<file path="config.mk">
export PLATFORM = sky130hd
export DESIGN_NAME = sorted_point_table
export DESIGN_NICKNAME = d
export VERILOG_FILES = /design/src/rtl/spt_pkg.sv /design/src/rtl/sorted_point_table.sv /design/src/rtl/spt_ram.sv
export SDC_FILE = /design/constraint.sdc
export NUM_CORES = 1
export LEC_CHECK = 0
export BUFFER_PORTS_ARGS = -buffer_cell sky130_fd_sc_hd__buf_2
export CAP_MARGIN = 10
export CORE_UTILIZATION = 67
export CTS_CLUSTER_DIAMETER = 120
export CTS_CLUSTER_SIZE = 8
export DETAILED_ROUTE_END_ITERATION = 10
export GPL_TIMING_DRIVEN = 0
export PLACE_DENSITY = 0.92
export REMOVE_ABC_BUFFERS = 1
export SETUP_SLACK_MARGIN = 0.02
export SLEW_MARGIN = 20
export SYNTH_ARGS = -nofsm -noshare
export SYNTH_HDL_FRONTEND = slang
export SYNTH_HIERARCHICAL = 1
export SYNTH_SLANG_ARGS = --single-unit
</file>
<file path="constraint.sdc">
create_clock -name clk -period 15.7 [get_ports clk]
set_clock_uncertainty 0.05 [all_clocks]
set_input_delay 1.57 -clock clk [delete_from_list [all_inputs] [get_ports clk]]
set_output_delay 1.57 -clock clk [all_outputs]
set_load 0.005 [all_outputs]
</file>
<file path="src/rtl/spt_pkg.sv">
// ----------------------------------------------------------------------------
// Sorted point table package
// Sizes, entry layout, request kinds and status codes shared by the table and
// its checker.
// ----------------------------------------------------------------------------
`timescale 1ns / 1ps

package spt_pkg;

  localparam int MAX_POINTS = 16;
  localparam int ADDR_W     = $clog2(MAX_POINTS);
  localparam int CNT_W      = $clog2(MAX_POINTS + 1);

  localparam int COORD_W    = 32;
  localparam int IDX_W      = 4;
  localparam int POS_W      = 4;
  localparam int PCNT_W     = 5;
  localparam int STATUS_W   = 2;

  // width that holds both a request index and the fill count
  localparam int CMP_W      = (CNT_W > IDX_W) ? CNT_W : IDX_W;

  typedef enum logic {
    KIND_ADD    = 1'b0,
    KIND_DELETE = 1'b1
  } kind_t;

  typedef logic [STATUS_W-1:0] status_t;

  localparam status_t ST_OK        = 2'd0;
  localparam status_t ST_UPDATED   = 2'd1;
  localparam status_t ST_FULL      = 2'd2;
  localparam status_t ST_BAD_INDEX = 2'd3;

  typedef struct packed {
    logic [COORD_W-1:0] x;
    logic [COORD_W-1:0] y;
  } point_t;

  localparam int POINT_W = $bits(point_t);

endpackage

</file>
<file path="src/rtl/sorted_point_table.sv">
// ----------------------------------------------------------------------------
// Sorted point table
// Table of (x, y) Q16.16 points kept in ascending x order in one RAM.
// Add updates an equal x or, unless full, inserts with an upward shift; delete
// removes a valid entry and shifts the rest down.
// ----------------------------------------------------------------------------
//   channel  dir  handshake            payload
//   in       in   in_valid/in_stall    kind, x_value, y_value, point_index
//   out      out  out_valid/out_stall  position, point_count, status
//
// One request at a time; in_stall is high from accept until the result is
// loaded into the output register. The RAM port sets the pace: one entry per
// cycle. An insert scans, shifts the entries above the slot up and writes the
// new entry; an update scans and rewrites y; a full table scans and rejects;
// a delete shifts the entries above the index down; a bad index is rejected.
// Reset clears the state, the fill count and out_valid; no clearing pass is needed.
// A stalled result holds its beat while the next request is already accepted.
// ----------------------------------------------------------------------------
`timescale 1ns / 1ps

module sorted_point_table import spt_pkg::*; (
  input  logic                      clk,
  input  logic                      rst,
  input  logic                      in_valid,
  output logic                      in_stall,
  input  logic                      kind,
  input  logic signed [COORD_W-1:0] x_value,
  input  logic signed [COORD_W-1:0] y_value,
  input  logic [IDX_W-1:0]          point_index,
  output logic                      out_valid,
  input  logic                      out_stall,
  output logic [POS_W-1:0]          position,
  output logic [PCNT_W-1:0]         point_count,
  output status_t                   status
);

  typedef enum logic [5:0] {
    S_IDLE   = 6'b000001,
    S_SEARCH = 6'b000010,
    S_ISHIFT = 6'b000100,
    S_IWRITE = 6'b001000,
    S_DSHIFT = 6'b010000,
    S_FINISH = 6'b100000
  } state_t;

  state_t                    state, state_next;
  logic [CNT_W-1:0]          cnt, cnt_next;
  logic [ADDR_W-1:0]         ptr, ptr_next;
  logic [ADDR_W-1:0]         ins_at, ins_at_next;
  logic [ADDR_W-1:0]         res_pos, res_pos_next;
  status_t                   res_status, res_status_next;
  logic signed [COORD_W-1:0] req_x, req_y;

  point_t            rd_data, wr_data;
  logic [ADDR_W-1:0] rd_addr, wr_addr;
  logic              wr_en;

  logic              accept, out_free;
  logic [CNT_W-1:0]  ptr_ext, ptr_p1, ptr_p2, cnt_m1;
  logic [CMP_W-1:0]  idx_ext, cnt_cmp;
  logic              x_hit, x_less;
  logic              place;
  logic [CNT_W-1:0]  place_at;

  spt_ram #(
    .WIDTH (POINT_W),
    .DEPTH (MAX_POINTS)
  ) u_ram (
    .clk     (clk),
    .wr_en   (wr_en),
    .wr_addr (wr_addr),
    .wr_data (wr_data),
    .rd_addr (rd_addr),
    .rd_data (rd_data)
  );

  assign in_stall = (state != S_IDLE);
  assign accept   = in_valid && !in_stall;
  assign out_free = !out_valid || !out_stall;

  assign ptr_ext  = CNT_W'(ptr);
  assign ptr_p1   = ptr_ext + CNT_W'(1);
  assign ptr_p2   = ptr_ext + CNT_W'(2);
  assign cnt_m1   = cnt - CNT_W'(1);
  assign idx_ext  = CMP_W'(point_index);
  assign cnt_cmp  = CMP_W'(cnt);

  assign x_hit    = (rd_data.x == req_x);
  assign x_less   = ($signed(rd_data.x) < req_x);

  always_comb begin
    state_next      = state;
    cnt_next        = cnt;
    ptr_next        = ptr;
    ins_at_next     = ins_at;
    res_pos_next    = res_pos;
    res_status_next = res_status;
    rd_addr         = '0;
    wr_en           = 1'b0;
    wr_addr         = ptr;
    wr_data         = rd_data;
    place           = 1'b0;
    place_at        = cnt;

    case (state)
      S_IDLE: begin
        if (accept) begin
          res_pos_next    = '0;
          res_status_next = ST_OK;
          case (kind)
            KIND_ADD: begin
              if (cnt == '0) begin
                ins_at_next = '0;
                state_next  = S_IWRITE;
              end else begin
                ptr_next   = '0;
                state_next = S_SEARCH;
              end
            end
            KIND_DELETE: begin
              if (idx_ext >= cnt_cmp) begin
                res_status_next = ST_BAD_INDEX;
                state_next      = S_FINISH;
              end else if ((idx_ext + CMP_W'(1)) < cnt_cmp) begin
                ptr_next   = ADDR_W'(idx_ext);
                rd_addr    = ADDR_W'(idx_ext + CMP_W'(1));
                state_next = S_DSHIFT;
              end else begin
                // last entry: nothing to move
                cnt_next   = cnt_m1;
                state_next = S_FINISH;
              end
            end
            default: state_next = S_IDLE;
          endcase
        end
      end

      // rd_data holds entry ptr; stop at the first x not below the request
      S_SEARCH: begin
        if (!x_less) begin
          if (x_hit) begin
            wr_en           = 1'b1;
            wr_addr         = ptr;
            wr_data.x       = rd_data.x;
            wr_data.y       = req_y;
            res_pos_next    = ptr;
            res_status_next = ST_UPDATED;
            state_next      = S_FINISH;
          end else begin
            place    = 1'b1;
            place_at = ptr_ext;
          end
        end else if (ptr_p1 == cnt) begin
          place    = 1'b1;
          place_at = cnt;
        end else begin
          ptr_next = ptr + ADDR_W'(1);
          rd_addr  = ADDR_W'(ptr_p1);
        end
      end

      // move entry ptr up one slot, walking down to the insert slot
      S_ISHIFT: begin
        wr_en   = 1'b1;
        wr_addr = ADDR_W'(ptr_p1);
        wr_data = rd_data;
        if (ptr == ins_at) begin
          state_next = S_IWRITE;
        end else begin
          ptr_next = ptr - ADDR_W'(1);
          rd_addr  = ptr - ADDR_W'(1);
        end
      end

      S_IWRITE: begin
        wr_en           = 1'b1;
        wr_addr         = ins_at;
        wr_data.x       = req_x;
        wr_data.y       = req_y;
        cnt_next        = cnt + CNT_W'(1);
        res_pos_next    = ins_at;
        res_status_next = ST_OK;
        state_next      = S_FINISH;
      end

      // rd_data holds entry ptr + 1; move it down into ptr
      S_DSHIFT: begin
        wr_en   = 1'b1;
        wr_addr = ptr;
        wr_data = rd_data;
        if (ptr_p2 == cnt) begin
          cnt_next   = cnt_m1;
          state_next = S_FINISH;
        end else begin
          ptr_next = ptr + ADDR_W'(1);
          rd_addr  = ADDR_W'(ptr_p2);
        end
      end

      S_FINISH: begin
        if (out_free) begin
          state_next = S_IDLE;
        end
      end

      default: state_next = S_IDLE;
    endcase

    // no equal x: insert at place_at unless the table is full
    if (place) begin
      if (cnt == CNT_W'(MAX_POINTS)) begin
        res_status_next = ST_FULL;
        state_next      = S_FINISH;
      end else if (place_at == cnt) begin
        ins_at_next = ADDR_W'(place_at);
        state_next  = S_IWRITE;
      end else begin
        ins_at_next = ADDR_W'(place_at);
        ptr_next    = ADDR_W'(cnt_m1);
        rd_addr     = ADDR_W'(cnt_m1);
        state_next  = S_ISHIFT;
      end
    end
  end

  always_ff @(posedge clk) begin
    if (rst) begin
      state <= S_IDLE;
      cnt   <= '0;
    end else begin
      state <= state_next;
      cnt   <= cnt_next;
    end
  end

  always_ff @(posedge clk) begin
    ptr        <= ptr_next;
    ins_at     <= ins_at_next;
    res_pos    <= res_pos_next;
    res_status <= res_status_next;
    if (accept) begin
      req_x <= x_value;
      req_y <= y_value;
    end
  end

  always_ff @(posedge clk) begin
    if (rst) begin
      out_valid <= 1'b0;
    end else if (state == S_FINISH && out_free) begin
      out_valid <= 1'b1;
    end else if (!out_stall) begin
      out_valid <= 1'b0;
    end
  end

  always_ff @(posedge clk) begin
    if (state == S_FINISH && out_free) begin
      position    <= POS_W'(res_pos);
      point_count <= PCNT_W'(cnt);
      status      <= res_status;
    end
  end

endmodule

</file>
<file path="src/rtl/spt_ram.sv">
// ----------------------------------------------------------------------------
// Generic RAM
// One write port, one read port, registered read data (read-first).
// ----------------------------------------------------------------------------
`timescale 1ns / 1ps

module spt_ram #(
  parameter int WIDTH = 64,
  parameter int DEPTH = 16
) (
  input  logic                     clk,
  input  logic                     wr_en,
  input  logic [$clog2(DEPTH)-1:0] wr_addr,
  input  logic [WIDTH-1:0]         wr_data,
  input  logic [$clog2(DEPTH)-1:0] rd_addr,
  output logic [WIDTH-1:0]         rd_data
);

  logic [WIDTH-1:0] mem [DEPTH];

  always_ff @(posedge clk) begin
    if (wr_en) begin
      mem[wr_addr] <= wr_data;
    end
    rd_data <= mem[rd_addr];
  end

endmodule

</file>
==> flow_summary_export.csv <==
group,metric,value,unit
status,outcome,"finished, final reports clean",
logic_synthesis,syn_inst,1419,
drt,drt-wirelength-per-cell,38.2,um
grt,antenna_found_initial,0,
floorplan,core_area,36700,um^2
clock_tree,root_buffer,"clkbuf_16",
clock_tree,cts_htree_levels,3,
clock_tree,cts_hold_buf,0,
pwr,power_density,181,nW/um^2
pwr,p_comb_frac,0.238,
setup_path,cp_max_fo,14,
setup_path,cp_data_arrival_time,7.05,ns
drt,drc_errors,0,
sta,hold_viol,0,
worst_hold_path,hold_end,"position[3]",
sta,rsz0062_at_grt,"false",
layout,final_common_cell,"edfxtp_1",
pwr,switching_power,1.71,mW
worst_hold_path,hold_path_depth,0,
layout,final_cell_mix,"edfxtp_1 (559), mux4_2 (128), nand2_1 (115)",
floorplan,die_w,195,um
sta,setup_viol,0,
place,place_inst,1962,
layout,syn_to_final_growth,17.7,%
pwr,p_sw_frac,0.322,
clock_tree,cts_tree,"done",
setup_path,cp_data_required_time,16.14,ns
clock_tree,cts.sinks,613,
pwr,p_int,3.62,mW
floorplan,die_h,195,um
place,post-dp-hpwl,43500,um
drt,drt-initial-drc-count,3444,
pwr,power,5.33,mW
drt,finalWirelength,81000,um
drt,antenna_left,0,
pwr,p_leak,10.1,nW
clock_tree,clk_pin_slew,0.06,ns
run,maxCapViolations,0,
clock_tree,cts_made_buffers,86,
floorplan,io_pins,86,
drt,viasPerCell,7.78,
logic_synthesis,syn_area,25100,um^2
sta,worstMarginPinSlew,1.26,ns
layout,final_cells,2120,
floorplan,fp-row-count,70,
setup_path,startpoint_type,"flop",
setup_path,endpoint_kind,"flop",
logic_synthesis,ys_warn_count,6,
sta,clock.fmax,151,MHz
pwr,pwr-share-clk,0.340,
worst_hold_path,min_from,"res_pos[3]",
place,globalplace.congestion,0.910,
worst_hold_path,min_path_type,"reg2reg",
clock_tree,cts.repair.resized,0,
grt,grt_usage,0.438,
sta,post-route-period-util,0.421,
drt,vias,16500,
floorplan,die_area,38200,um^2
drt,drtPass1Iterations,8,
clock_tree,clock_latency,0.63,ns
sta,maxSlewViolCount,0,
logic_synthesis,avgSynthCellArea,17.7,um^2
grt,grt.overflow.total,0,
setup_path,rrSetupSlack,9.09,ns
sta,period_minus_slack,6.61,ns
grt,grt_pass1_vias,16700,
place,port_buffers,53,
clock_tree,cts_setup_buffers,0,
layout,drive_above_1_share,0.261,
layout,fin_nets,1708,
grt,grt_pass1_wl,116000,um
pwr,p_seq_frac,0.422,
clock_tree,clock_path_buffers,3,
setup_path,r2r-end,"u_ram/rd_data[56]",
grt,grt_max_degree,26,
pwr,ir_drop,0.160,mV
sta,whs,0.351,ns
setup_path,startpoint,"req_x[31]",
setup_path,worstRegToRegCells,21,
sta,maxSlewHeadroom,0.155,
layout,diodes,0,
setup_path,path_class,"reg2reg",
layout,final_util,0.804,
setup_path,worstReg2RegStart,"req_x[31]",
floorplan,initial_core_util,0.683,
[power groups by stage]
stage	sequential [mW]	clock [mW]	combinational [mW]
floorplan	2.23	0	0.736
global placement	2.26	0	1.02
detailed placement	2.26	0	1.11
CTS	2.24	1.80	1.20
global route	2.25	1.87	1.30
finish	2.25	1.81	1.27
[flip-flops by register name, summed over array words and instances, names as in the netlist]
signal         count
cnt                5
req_x             32
out_valid          1
res_status         2
status             2
point_count        5
ins_at             4
res_pos            4
position           4
u_ram/rd_data     32
u_ram/mem        512
state              6
ptr                4
[how the worst max path moves through the flow]
stage                        endpoint  slack, ns  depth (start not counted)
floorplan           u_ram/rd_data[32]       1.52                         12
global placement    u_ram/rd_data[60]      -3.79                         12
detailed placement  u_ram/rd_data[56]       9.31                         22
CTS                 u_ram/rd_data[56]       9.30                         21
global route        u_ram/rd_data[56]       9.01                         21
finish              u_ram/rd_data[56]       9.09                         21
[cell type report]
cell class	instances	area (um^2)
sequential	613	17900
fill	1465	7200
multi-input combinational	674	6710
clock buffer	155	2520
timing repair buffer	158	1600
tap	468	586
inverter	49	184
clock inverter	3	37.5
[through the flow]
step           setup slack [ns]  cell area (um^2)  TNS [ns]
5_1_grt                    9.01             29500         0
6_report                   9.09             29500         0
4_1_cts                    9.30             29500         0
3_5_place_dp               9.31             26900         0
2_1_floorplan              1.52             24600         0
3_3_place_gp              -3.79             25500   -118.96
[critical path, cell delays in order, from the launching register on]
cell      delay, ns
edfxtp_1       0.45
inv_1          0.12
ha_1           0.42
nand4_1        0.29
nor3_1         0.60
and2_2         0.28
o22ai_2        0.14
mux2i_4        0.36
or3_2          0.64
o211ai_1       0.37
buf_4          0.28
buf_4          0.19
buf_4          0.19
buf_4          0.18
buf_4          0.18
buf_4          0.21
buf_4          0.19
buf_4          0.20
buf_4          0.19
mux4_2         0.53
a22oi_1        0.27
nand2_1        0.11
[layer usage]
layer / global-route usage / share of wire
met5: 0 / 0
met2: 0.670 / 0.46
met1: 0.543 / 0.31
met4: 0.280 / 0.072
met3: 0.146 / 0.16
No activity file was read; power rests on OpenSTA's default activity.
